### src/sv/aoas_pkg.sv
// aoas_pkg: shared types and constants of the operator absence alarm sequencer
// used by aoas_regs, aoas_seq and operator_absence_alarm_sequencer
`timescale 1ns / 1ps

package aoas_pkg;

    // register file geometry
    localparam int unsigned ADDR_W = 5;
    localparam int unsigned DATA_W = 32;

    // register indexes (paddr[4:2])
    typedef enum logic [2:0] {
        REG_REPEAT_LIMIT = 3'd0,
        REG_DELAY_ONE    = 3'd1,
        REG_DELAY_OTHER  = 3'd2,
        REG_BUZZ_RELAY   = 3'd3,
        REG_RELAY_TIME   = 3'd4,
        REG_BUZZ_LONG    = 3'd5
    } t_reg_idx;

    // reset values of the timing registers
    localparam logic [9:0] RST_REPEAT_LIMIT = 10'd1000;
    localparam logic [3:0] RST_DELAY_ONE    = 4'd2;
    localparam logic [3:0] RST_DELAY_OTHER  = 4'd3;
    localparam logic [3:0] RST_BUZZ_RELAY   = 4'd5;
    localparam logic [3:0] RST_RELAY_TIME   = 4'd5;
    localparam logic [3:0] RST_BUZZ_LONG    = 4'd7;

    // sequence phases
    typedef enum logic [2-1:0] {
        PH_IDLE  = 2'd0,
        PH_WAIT  = 2'd1,
        PH_BUZZ  = 2'd2,
        PH_RELAY = 2'd3
    } t_phase;

    // switch patterns with the seat empty, 0 for none
    localparam logic [2:0] PAT_NONE              = 3'd0;
    localparam logic [2:0] PAT_HOLD_GEAR         = 3'd1;
    localparam logic [2:0] PAT_HOLD_NEUTRAL      = 3'd2;
    localparam logic [2:0] PAT_PTO_BRAKE_GEAR    = 3'd3;
    localparam logic [2:0] PAT_PTO_BRAKE_NEUTRAL = 3'd4;
    localparam logic [2:0] PAT_PTO_GEAR          = 3'd5;
    localparam logic [2:0] PAT_PTO_NEUTRAL       = 3'd6;

    // timing configuration
    typedef struct packed {
        logic [9:0] repeat_limit;
        logic [3:0] delay_pattern_one;
        logic [3:0] delay_other_patterns;
        logic [3:0] buzz_time_relay_patterns;
        logic [3:0] relay_time;
        logic [3:0] buzz_time_long;
    } t_cfg;

    // one switch sample
    typedef struct packed {
        logic seat_sense;
        logic pto_engaged;
        logic park_brake;
        logic gear_engaged;
        logic second_tick;
    } t_sample;

endpackage

### src/sv/operator_absence_alarm_sequencer.sv
// operator_absence_alarm_sequencer: top level with input and result registers
// depends on aoas_pkg, aoas_regs and aoas_seq
// path: an accepted sample word waits in the input register, and its result is captured in the result register
// throughput: one word per cycle while i_out_stall is low, set by the state update in aoas_seq
// reset (synchronous, active low): sequence idle, counts cleared, registers at defaults
// the input and result registers are empty after reset
`timescale 1ns / 1ps

module operator_absence_alarm_sequencer import aoas_pkg::*; (
    input  logic              i_clk,
    input  logic              i_rst_n,
    // sample channel
    input  logic              i_in_valid,
    output logic              o_in_stall,
    input  logic              i_seat_sense,
    input  logic              i_pto_engaged,
    input  logic              i_park_brake,
    input  logic              i_gear_engaged,
    input  logic              i_second_tick,
    // result channel
    output logic              o_out_valid,
    input  logic              i_out_stall,
    output logic              o_buzzer_on,
    output logic              o_relay_on,
    output logic [2:0]        o_active_pattern,
    // configuration port
    input  logic              psel,
    input  logic              penable,
    input  logic              pwrite,
    input  logic [ADDR_W-1:0] paddr,
    input  logic [DATA_W-1:0] pwdata,
    output logic [DATA_W-1:0] prdata,
    output logic              pready
);

    t_cfg       w_cfg;
    t_sample    r_in;
    logic       r_in_valid;
    logic       r_out_valid;
    logic       r_buzzer_on;
    logic       r_relay_on;
    logic [2:0] r_active_pattern;
    logic       w_adv;
    logic       w_in_acc;
    logic       w_buzzer_on;
    logic       w_relay_on;
    logic [2:0] w_active_pattern;

    aoas_regs u_regs (
        .i_clk   (i_clk),
        .i_rst_n (i_rst_n),
        .psel    (psel),
        .penable (penable),
        .pwrite  (pwrite),
        .paddr   (paddr),
        .pwdata  (pwdata),
        .prdata  (prdata),
        .pready  (pready),
        .o_cfg   (w_cfg)
    );

    aoas_seq u_seq (
        .i_clk            (i_clk),
        .i_rst_n          (i_rst_n),
        .i_adv            (w_adv),
        .i_sample         (r_in),
        .i_cfg            (w_cfg),
        .o_buzzer_on      (w_buzzer_on),
        .o_relay_on       (w_relay_on),
        .o_active_pattern (w_active_pattern)
    );

    // handshake: the input word moves on when the result register is free
    assign w_adv      = r_in_valid && (!r_out_valid || !i_out_stall);
    assign o_in_stall = r_in_valid && !w_adv;
    assign w_in_acc   = i_in_valid && !o_in_stall;

    // input register
    always_ff @(posedge i_clk) begin
        if (!i_rst_n) begin
            r_in_valid <= 1'b0;
        end else if (w_in_acc) begin
            r_in_valid <= 1'b1;
        end else if (w_adv) begin
            r_in_valid <= 1'b0;
        end
    end

    always_ff @(posedge i_clk) begin
        if (w_in_acc) begin
            r_in.seat_sense   <= i_seat_sense;
            r_in.pto_engaged  <= i_pto_engaged;
            r_in.park_brake   <= i_park_brake;
            r_in.gear_engaged <= i_gear_engaged;
            r_in.second_tick  <= i_second_tick;
        end
    end

    // result register
    always_ff @(posedge i_clk) begin
        if (!i_rst_n) begin
            r_out_valid <= 1'b0;
        end else if (w_adv) begin
            r_out_valid <= 1'b1;
        end else if (!i_out_stall) begin
            r_out_valid <= 1'b0;
        end
    end

    always_ff @(posedge i_clk) begin
        if (w_adv) begin
            r_buzzer_on      <= w_buzzer_on;
            r_relay_on       <= w_relay_on;
            r_active_pattern <= w_active_pattern;
        end
    end

    assign o_out_valid      = r_out_valid;
    assign o_buzzer_on      = r_buzzer_on;
    assign o_relay_on       = r_relay_on;
    assign o_active_pattern = r_active_pattern;

endmodule

### src/sv/aoas_regs.sv
// aoas_regs: apb register file holding the sequence timing configuration
// depends on aoas_pkg
`timescale 1ns / 1ps

module aoas_regs import aoas_pkg::*; (
    input  logic              i_clk,
    input  logic              i_rst_n,
    input  logic              psel,
    input  logic              penable,
    input  logic              pwrite,
    input  logic [ADDR_W-1:0] paddr,
    input  logic [DATA_W-1:0] pwdata,
    output logic [DATA_W-1:0] prdata,
    output logic              pready,
    output t_cfg              o_cfg
);

    t_cfg     r_cfg;
    logic     w_wr;
    t_reg_idx w_idx;

    assign pready = 1'b1;
    assign w_wr   = psel && penable && pwrite;
    assign w_idx  = t_reg_idx'(paddr[ADDR_W-1:2]);
    assign o_cfg  = r_cfg;

    // register writes
    always_ff @(posedge i_clk) begin
        if (!i_rst_n) begin
            r_cfg.repeat_limit             <= RST_REPEAT_LIMIT;
            r_cfg.delay_pattern_one        <= RST_DELAY_ONE;
            r_cfg.delay_other_patterns     <= RST_DELAY_OTHER;
            r_cfg.buzz_time_relay_patterns <= RST_BUZZ_RELAY;
            r_cfg.relay_time               <= RST_RELAY_TIME;
            r_cfg.buzz_time_long           <= RST_BUZZ_LONG;
        end else if (w_wr) begin
            unique case (w_idx)
                REG_REPEAT_LIMIT: r_cfg.repeat_limit             <= pwdata[9:0];
                REG_DELAY_ONE:    r_cfg.delay_pattern_one        <= pwdata[3:0];
                REG_DELAY_OTHER:  r_cfg.delay_other_patterns     <= pwdata[3:0];
                REG_BUZZ_RELAY:   r_cfg.buzz_time_relay_patterns <= pwdata[3:0];
                REG_RELAY_TIME:   r_cfg.relay_time               <= pwdata[3:0];
                REG_BUZZ_LONG:    r_cfg.buzz_time_long           <= pwdata[3:0];
                default: ;
            endcase
        end
    end

    // read mux
    always_comb begin
        unique case (w_idx)
            REG_REPEAT_LIMIT: prdata = {22'd0, r_cfg.repeat_limit};
            REG_DELAY_ONE:    prdata = {28'd0, r_cfg.delay_pattern_one};
            REG_DELAY_OTHER:  prdata = {28'd0, r_cfg.delay_other_patterns};
            REG_BUZZ_RELAY:   prdata = {28'd0, r_cfg.buzz_time_relay_patterns};
            REG_RELAY_TIME:   prdata = {28'd0, r_cfg.relay_time};
            REG_BUZZ_LONG:    prdata = {28'd0, r_cfg.buzz_time_long};
            default:          prdata = '0;
        endcase
    end

endmodule

### src/sv/aoas_seq.sv
// aoas_seq: sequence state registers and the single-pass step logic
// depends on aoas_pkg
`timescale 1ns / 1ps

module aoas_seq import aoas_pkg::*; (
    input  logic       i_clk,
    input  logic       i_rst_n,
    input  logic       i_adv,
    input  t_sample    i_sample,
    input  t_cfg       i_cfg,
    output logic       o_buzzer_on,
    output logic       o_relay_on,
    output logic [2:0] o_active_pattern
);

    typedef struct packed {
        t_phase     phase;
        logic [2:0] pattern;
        logic [2:0] last_pattern;
        logic [9:0] repeat_count;
        logic [3:0] seconds;
    } t_state;

    t_state     r_state;
    t_state     n_state;
    logic [2:0] w_pat;
    logic [9:0] w_cnt;

    // decode switch levels into a pattern number, 0 for none
    function automatic logic [2:0] pattern_of(input t_sample s);
        logic [2:0] p;
        p = PAT_NONE;
        if (!s.seat_sense) begin
            if (!s.pto_engaged) begin
                if (s.park_brake) p = s.gear_engaged ? PAT_HOLD_GEAR : PAT_HOLD_NEUTRAL;
            end else if (s.park_brake) begin
                p = s.gear_engaged ? PAT_PTO_BRAKE_GEAR : PAT_PTO_BRAKE_NEUTRAL;
            end else begin
                p = s.gear_engaged ? PAT_PTO_GEAR : PAT_PTO_NEUTRAL;
            end
        end
        return p;
    endfunction

    // pass every phase whose time has been reached
    function automatic t_state advance(input t_state s, input t_cfg c);
        t_state     t;
        logic [3:0] d;
        t = s;
        d = (t.pattern == PAT_HOLD_GEAR) ? c.delay_pattern_one : c.delay_other_patterns;
        if (t.phase == PH_WAIT && t.seconds >= d) begin
            t.phase   = PH_BUZZ;
            t.seconds = 4'd0;
        end
        if (t.phase == PH_BUZZ) begin
            if (t.pattern == PAT_PTO_BRAKE_GEAR || t.pattern == PAT_PTO_BRAKE_NEUTRAL) begin
                if (t.seconds >= c.buzz_time_relay_patterns) begin
                    t.phase   = PH_RELAY;
                    t.seconds = 4'd0;
                end
            end else if (t.pattern == PAT_PTO_GEAR || t.pattern == PAT_PTO_NEUTRAL) begin
                if (t.seconds >= c.buzz_time_long) begin
                    t.phase   = PH_IDLE;
                    t.seconds = 4'd0;
                    t.pattern = PAT_NONE;
                end
            end
        end
        if (t.phase == PH_RELAY && t.seconds >= c.relay_time) begin
            t.phase   = PH_IDLE;
            t.seconds = 4'd0;
            t.pattern = PAT_NONE;
        end
        return t;
    endfunction

    assign w_pat = pattern_of(i_sample);

    // step: run or abort the current sequence, then try a start
    always_comb begin
        n_state = r_state;
        if (n_state.phase != PH_IDLE) begin
            if (w_pat != n_state.pattern) begin
                n_state.phase   = PH_IDLE;
                n_state.seconds = 4'd0;
                n_state.pattern = PAT_NONE;
            end else begin
                if (i_sample.second_tick && n_state.seconds != 4'hF) begin
                    n_state.seconds = n_state.seconds + 4'd1;
                end
                n_state = advance(n_state, i_cfg);
            end
        end
        w_cnt = (w_pat == n_state.last_pattern) ? n_state.repeat_count : 10'd0;
        if (n_state.phase == PH_IDLE && w_pat != PAT_NONE && w_cnt < i_cfg.repeat_limit) begin
            n_state.repeat_count = w_cnt + 10'd1;
            n_state.last_pattern = w_pat;
            n_state.pattern      = w_pat;
            n_state.seconds      = 4'd0;
            n_state.phase        = (w_pat == PAT_HOLD_NEUTRAL) ? PH_BUZZ : PH_WAIT;
            n_state = advance(n_state, i_cfg);
        end
    end

    // state register, updated once per word
    always_ff @(posedge i_clk) begin
        if (!i_rst_n) begin
            r_state.phase        <= PH_IDLE;
            r_state.pattern      <= PAT_NONE;
            r_state.last_pattern <= PAT_NONE;
            r_state.repeat_count <= 10'd0;
            r_state.seconds      <= 4'd0;
        end else if (i_adv) begin
            r_state <= n_state;
        end
    end

    // result of this step
    assign o_buzzer_on      = (n_state.phase == PH_BUZZ);
    assign o_relay_on       = (n_state.phase == PH_RELAY);
    assign o_active_pattern = (n_state.phase == PH_IDLE) ? PAT_NONE : n_state.pattern;

endmodule
### config.mk
export PLATFORM = sky130hd
export DESIGN_NAME = operator_absence_alarm_sequencer
export DESIGN_NICKNAME = d
export VERILOG_FILES = /design/src/sv/aoas_pkg.sv /design/src/sv/operator_absence_alarm_sequencer.sv /design/src/sv/aoas_regs.sv /design/src/sv/aoas_seq.sv
export SDC_FILE = /design/constraint.sdc
export NUM_CORES = 1
export LEC_CHECK = 0
export BUFFER_PORTS_ARGS = -buffer_cell sky130_fd_sc_hd__buf_2
export CORE_MARGIN = 8
export CORE_UTILIZATION = 60
export CTS_CLUSTER_SIZE = 12
export DETAILED_ROUTE_END_ITERATION = 12
export GPL_TIMING_DRIVEN = 1
export PLACE_DENSITY_LB_ADDON = 0.05
export REMOVE_ABC_BUFFERS = 1
export SYNTH_ARGS = -nofsm -noshare
export SYNTH_HDL_FRONTEND = slang
export SYNTH_HIERARCHICAL = 1
export SYNTH_SLANG_ARGS = --single-unit
### constraint.sdc
create_clock -name i_clk -period 15.9 [get_ports i_clk]
set_clock_uncertainty 0.2 [all_clocks]
set_input_delay 0 -clock i_clk [delete_from_list [all_inputs] [get_ports i_clk]]
set_output_delay 0 -clock i_clk [all_outputs]
set_load 0.02 [all_outputs]
==> results of run 1 <==
## area by class of cell
| cell class | instances | area, sq um |
|---|---|---|
| clock buffer | 10 | 148.9 |
| tap | 102 | 127.6 |
| clock inverter | 6 | 66.31 |
| inverter | 35 | 131.4 |
| timing repair buffer | 64 | 430.4 |
| multi-input combinational | 429 | 2980 |
| fill | 653 | 2381 |
| sequential | 64 | 1381 |
## routing by layer
layer	wire length (microns)	up-vias
met5	0	-
met4	333	0
met3	673	28
met2	5721	145
met1	4852	2010
li1	-	2077
## report_power, final
part           internal, mW  total (mW)  switching [mW]
logic                0.0214      0.0600          0.0385
clock network        0.0822       0.151          0.0687
registers             0.167       0.171         0.00387
total                 0.271       0.382           0.111
## how the worst max path moves through the flow
stage	to	slack, ps	cells after the start
2_1_floorplan	o_active_pattern[0]	9880	23
3_3_place_gp	o_active_pattern[0]	9160	23
3_5_place_dp	o_active_pattern[0]	9040	23
4_1_cts	o_active_pattern[0]	9030	23
5_1_grt	o_active_pattern[0]	8550	26
6_report	o_active_pattern[0]	8980	26
## through the flow
stage / hold slack [ps] / power [mW] / cell area, sq um / std cells / setup slack (ps)
6_report: 35.25 / 0.3821 / 5266 / 710 / 8981
5_1_grt: 55.23 / 0.3981 / 5266 / 710 / 8547
4_1_cts: 22.88 / 0.3850 / 5266 / 710 / 9027
3_5_place_dp: -21.70 / 0.2302 / 4841 / 673 / 9041
3_3_place_gp: -23.62 / 0.2291 / 4841 / 673 / 9158
2_1_floorplan: -111.1 / 0.2122 / 4488 / 528 / 9876
## critical path, stage by stage, from the launching register on
cell and delay [ps]:
dfxtp_1 450, ha_1 250, nand3_1 90, nand2_1 160, mux2i_1 440, inv_1 100
ha_1 220, or3b_1 400, a221o_1 380, nand2_1 190, nand2_1 140, ha_1 310
nand2b_1 100, a21oi_1 90, o31ai_1 410, a21oi_1 110, o211ai_1 420, nand2b_1 170
ha_1 220, nand2b_1 140, a21o_1 170, a21o_1 170, a21o_1 210, and3_1 230
o221ai_2 570, or3_1 250, a21oi_1 70
## logic make-up after synthesis
logic type / synth area share (%)
AND/OR/NAND/NOR: 23.69
AO/OA/AOI/OAI: 20.00
buffers and inverters: 9.093
flip-flops: 29.35
multiplexers: 8.535
adder cells (fa/ha/maj): 7.684
XOR/XNOR: 1.489
other: 0.1596
## sequential cells by signal (all words and copies together) (netlist names)
register / count
u_seq/r_state: 22
o_active_pattern: 3
r_in: 5
o_buzzer_on: 1
u_regs/o_cfg: 30
o_out_valid: 1
r_in_valid: 1
o_relay_on: 1
## what timing repair did
action	in CTS	in global routing
gates resized for setup	0	0
hold buffers	21	0
endpoints found under the hold margin	42	0
## layout by cell type, fill, tap and decap left out, types with 7 or more instances in the layout
cell type,Yosys,routed
inv_1,35,35
nand2b_1,11,11
nor3_1,11,10
dlygate4sd3_1,0,21
dfxtp_1,54,54
nand3_1,19,19
nor2b_1,9,9
buf_2,6,41
a21oi_1,25,25
and2_1,21,21
a21o_1,7,7
nand2_1,39,39
mux2i_1,39,39
o21ai_0,23,23
or3_1,8,8
conb_1,2,23
ha_1,28,28
clkbuf_8,0,9
xnor2_1,7,7
o211ai_1,13,13
edfxtp_1,10,10
nor2_1,31,31
==> key figures, run 1 <==
Run status
  – Status: finished, final reports clean

Yosys
  – Synth Flop Type: dfxtp_1
  – Post-synth ARST share: 0%
  – Synth top area cells: dfxtp_1, mux2i_1, ha_1, edfxtp_1, buf_4
  – Area leader, netlist: dfxtp_1
  – Unique masters post-synth: 78
  – FF+latch count, synth: 64
  – Post-synthesis cell count: 557
  – YS warnings: 6
  – Commonest cells post-synth: dfxtp_1, mux2i_1, nand2_1, inv_1, nor2_1
  – Synth top area share: around 23%
  – Netlist Area Pre-Place: roughly 4700 sq um
  – Post-synth EDFFs: 10
  – Synth Area per Inst: about 8.4 sq um
  – Sequential element share of the synthesized area: between 20% and 30%
  – Count leader, synth: dfxtp_1

Clock network
  – CTS tree: yes
  – Clk Latency, worst-skew pair: roughly 350 ps
  – # Post-CTS Setup Buffers: 0
  – TritonCTS sink count: 64
  – CTS max path bufs: 2
  – H-tree Lvls: 3
  – Reg clk slew, reported paths: around 80 ps
  – Clk Tree Root Cell: clkbuf_8
  – Cts bufs inserted: 9

GRT
  – Largest net degree at the start of global routing: 52
  – Initial antenna violation count: 0
  – First-pass GRT wire length: ~20000 microns
  – GRT busiest layer: met2
  – Met1 usage: 23.99%
  – Met3 GRT Util: under 10%
  – Met2 global-route usage: 36.93%
  – GR Overflow Total: 0
  – Vias in the first global route: roughly 4300
  – Total track usage: around a fifth

Floorplan
  – Core Region: 7647 sq um
  – Die Y: 104.6 microns
  – Row count: 32
  – Die span in x: between 100 and 150 microns
  – IO Pins: between 80 and 90
  – Starting Density: approximately three fifths
  – Die area: approximately 11000 sq um

STA
  – FMAX: 0.1445 GHz
  – Setup TNS: 0 ps
  – RSZ-0062 raised after global routing: no
  – Final period util: a little over two fifths
  – Final worst path period need: 6919 ps
  – Final setup fails: 0
  – Relative slew slack: between 20 and 30%
  – Pins Over Slew Limit: 0
  – Worst Tran Pin Value: roughly 1100 ps
  – Fin. Hold Viols: 0

Critical path
  – CP arrival: around 6800 ps
  – R2R cell count: 26
  – Setup crit end kind: flip-flop
  – Critical path required time: ~16000 ps
  – R2R setup slack: approximately 9000 ps
  – Crit path launch: u_seq/r_state[0]
  – R2r startpoint: u_seq/r_state[0]
  – Startpoint Class: flip-flop
  – CP max FO: 13
  – FF-to-FF End: o_active_pattern[0]
  – WS Path Type: reg -> reg

Place
  – Final RePlAce weighted congestion: slightly above 0.9
  – Port bufs: 41
  – Post-DP HPWL: ~8400 microns

Worst hold path
  – Hold_sp: paddr[3]
  – Hold Path Depth: 3
  – Worst Hold Endpoint: u_regs/o_cfg[18]
  – Worst min-delay path class: in -> reg

Cells and area
  – Ant. Diodes: 0
  – Post-layout util: between 60 and 70%
  – Area grow syn2layout: 11.91%
  – Layout cells sized above 1: between 10% and 20%
  – Fin nets: 680

Power
  – Power Dens Cells: between 70 and 80 nW/um^2
  – Leak: ~2.2 nW
  – Worst VDD drop: between 0.04 and 0.05 mV

Route
  – Drt first pass iters: 5
  – Via Count: 4260
  – # DRC: 0
  – WL final: approximately 12000 microns
  – DRT antenna net count: 0
  – Post-DR vias/cell: ~6.0
  – Drt initial violations: 243
  – Avg WL per Cell: roughly 16 microns

Run
  – Max-cap violation count: 0
Power figures use the tool's default switching activity.
==> run 2: changes to the inputs <==
ABC_AREA = 1   (was unset)
CORE_UTILIZATION = 51   (was 60)
clock period = 5.7 ns   (was 15.9 ns; I/O delays follow)
==> key figures, run 2 <==
Run status
  – Status: finished, final reports clean

Route
  – Avg WL per Cell: 12.87 microns (-21%)
  – Post-DR vias/cell: 5.046 (-16%)
  – WL final: 11570 microns (about the same)
  – Drt first pass iters: 5 (unchanged)
  – DRT antenna net count: 0 (unchanged)
  – Via Count: 4536 (+6.5%)
  – # DRC: 0 (unchanged)
  – Drt initial violations: 256 (+5.3%)

Place
  – Final RePlAce weighted congestion: 0.8995 (-0.90%)
  – Placed cell count: 852 (+27%)
  – Port bufs: 41 (unchanged)
  – Post-DP HPWL: 8573 microns (+1.9%)

Clock network
  – Reg clk slew, reported paths: 70 ps (about the same)
  – H-tree Lvls: 3 (unchanged)
  – Clk Tree Root Cell: clkbuf_8
  – Clk Latency, worst-skew pair: 340 ps (about the same)
  – TritonCTS sink count: 64 (unchanged)
  – CTS max path bufs: 2 (unchanged)
  – CTS tree: yes
  – Cts bufs inserted: 9 (unchanged)

Critical path
  – Critical Path Slowest Stage Cell: dfxtp_1
  – Critical path required time: 5590 ps (-10180 ps)
  – WS Path Type: reg -> reg
  – CP max FO: 6 (-7)
  – Crit path top cell by count: nand2_1
  – Worst path max stage delay: 340 ps (-230 ps)
  – Critical path's top delay family: simple AND/OR/NAND/NOR gates
  – Setup crit end kind: flip-flop
  – Startpoint Class: flip-flop
  – CP arrival: 5230 ps (-1560 ps)
  – Buf+Inv Stages, Crit Path: 5 (+4)

Power
  – Power Dens Cells: 220.6 nW/um^2 (+200%)
  – Leak: 2.808 nW (+27%)
  – Worst VDD drop: 0.1078 mV (+130%)

Cells and area
  – Area grow syn2layout: 17.60%
  – Post-layout util: 62.11% (-6.8 points)
  – Final non-filler cell total: 899 (+27%)
  – Most common cell after layout, fill and taps aside: nand2_1
  – Fin nets: 863 (+27%)
  – Leading cell types in the layout, fill and taps excluded: nand2_1, inv_1, nor2_1
  – Ant. Diodes: 0 (unchanged)
  – Largest register FFs: 30 (unchanged)
  – Layout cells sized above 1: 14.92% (+1.3 points)

GRT
  – Largest net degree at the start of global routing: 42 (-19%)
  – Vias in the first global route: 4239 (-1.1%)
  – First-pass GRT wire length: 19130 microns (-2.6%)
  – GR Overflow Total: 0 (unchanged)
  – Total track usage: 18.01% (-3.2 points)
  – Initial antenna violation count: 0 (unchanged)

Yosys
  – Netlist Area Pre-Place: 4606 sq um (-2.1%)
  – Sequential element share of the synthesized area: 29.99% (+0.64 points)
  – Commonest cells post-synth: nand2_1, inv_1, nor2_1, nand3_1, dfxtp_1
  – Synth top area share: 23.47% (+0.50 points)
  – Post-synth ARST share: 0% (unchanged)
  – YS warnings: 6 (unchanged)
  – Synth top area cells: dfxtp_1, nand2_1, inv_1, ha_1, nand3_1
  – Count leader, synth: nand2_1
  – Post-synth EDFFs: 10 (unchanged)
  – FF+latch count, synth: 64 (unchanged)
  – Unique masters post-synth: 38 (-51%)
  – Post-synthesis cell count: 714 (+28%)
  – Area leader, netlist: dfxtp_1
  – Synth Flop Type: dfxtp_1
  – Synth Area per Inst: 6.451 sq um (-24%)

Floorplan
  – Starting Density: 52.81% (-8.7 points)
  – Die span in x: 111.0 microns (+6.2%)
  – IO Pins: 89 (unchanged)
  – Row count: 34 (+6.3%)
  – Die area: 12330 sq um (+13%)
  – Core Region: 8721 sq um (+14%)
  – Die Y: 111.0 microns (+6.2%)

STA
  – Worst Tran Pin Value: 791.2 ps (-279.4 ps)
  – Final worst path period need: 5337 ps (-1582 ps)
  – Fin. Hold Viols: 0 (unchanged)
  – Final setup fails: 0 (unchanged)
  – Pins Over Slew Limit: 0 (unchanged)
  – Final period util: 93.64% (+50 points)
  – Relative slew slack: 47.25% (+19 points)
  – FMAX: 0.1874 GHz (+30%)

Run
  – Max-cap violation count: 0 (unchanged)

Worst hold path
  – Worst min-delay path class: in -> reg
run 2: cell types whose count changed in the layout (fill, tap and decap cells not counted), sizes merged, moves of 14 or more:
cell	delta
and2	-18
mux2i	-38
nand3	+52
nor2	+72
inv	+80
nand2	+140
nand4	+14
run 2: logic make-up (layout without fill, tap and decap cells):
logic type | after synthesis | in the layout | share of synthesized area, %
AOI/OAI and AO/OA | 68 | 68 | 8.123
xor gates and xnor gates | 9 | 9 | 1.712
adders and majority gates | 28 | 28 | 7.607
buffers and inverters | 153 | 208 | 14.81
DFF | 64 | 64 | 29.99
muxes | 1 | 1 | 0.2173
other | 2 | 23 | 0.1631
and+or+nand+nor | 389 | 390 | 37.38
run 2: per-stage QoR:
step | setup TNS, ps | power (mW) | hold WS (ps) | cell area [sq um] | worst slack [ps]
2_1_floorplan | 0 | 0.6630 | -115.9 | 4434 | 620.5
3_5_place_dp | 0 | 0.7300 | -21.45 | 4820 | 139.2
5_1_grt | -16.17 | 1.262 | 58.18 | 5416 | -16.17
3_3_place_gp | 0 | 0.7240 | -22.58 | 4820 | 237.5
4_1_cts | 0 | 1.184 | 26.10 | 5250 | 65.99
6_report | 0 | 1.195 | 29.98 | 5416 | 362.8
run 2: layer usage:
layer / part of all wire [%] / routed length, microns / GRT usage (%)
met5: 0 / 0 / 0
met4: 1.0 / 121 / 5.778
met3: 6.1 / 708 / 4.383
met2: 46 / 5355 / 29.57
met1: 47 / 5388 / 22.59
run 2: where the power goes:
part | internal (mW) | total (mW) | switching, mW
clock | 0.256 | 0.439 | 0.183
combinational | 0.0915 | 0.267 | 0.176
sequential | 0.476 | 0.489 | 0.0129
total | 0.823 | 1.19 | 0.372
run 2: path summary, 6_finish.rpt:
path | startpoint | to | slack [ps] | cells after the start
worst max-delay path | u_seq/r_state[0] | o_active_pattern[1] | 360 | 36
worst min-delay path | i_rst_n | u_regs/o_cfg[29] | 30 | 2
worst max register to register | u_seq/r_state[0] | o_active_pattern[1] | 360 | 36
worst min register to register | u_seq/r_state[14] | u_seq/r_state[14] | 260 | 2
run 2: layout make-up:
class / count / area, sq um
Fill cell: 835 / 3304
Multi-Input combinational cell: 519 / 2720
Sequential cell: 64 / 1381
Timing Repair Buffer: 77 / 528.0
Inverter: 115 / 431.7
Clock buffer: 10 / 137.6
Tap cell: 108 / 135.1
Clock inverter: 6 / 82.58
run 2: timing repair:
item	4_1_cts	5_1_grt
gates resized for setup	0	23
buffers inserted	0	9
hold buffers	21	0
endpoints found under the setup margin	0	27
hold endpoints to repair	42	0
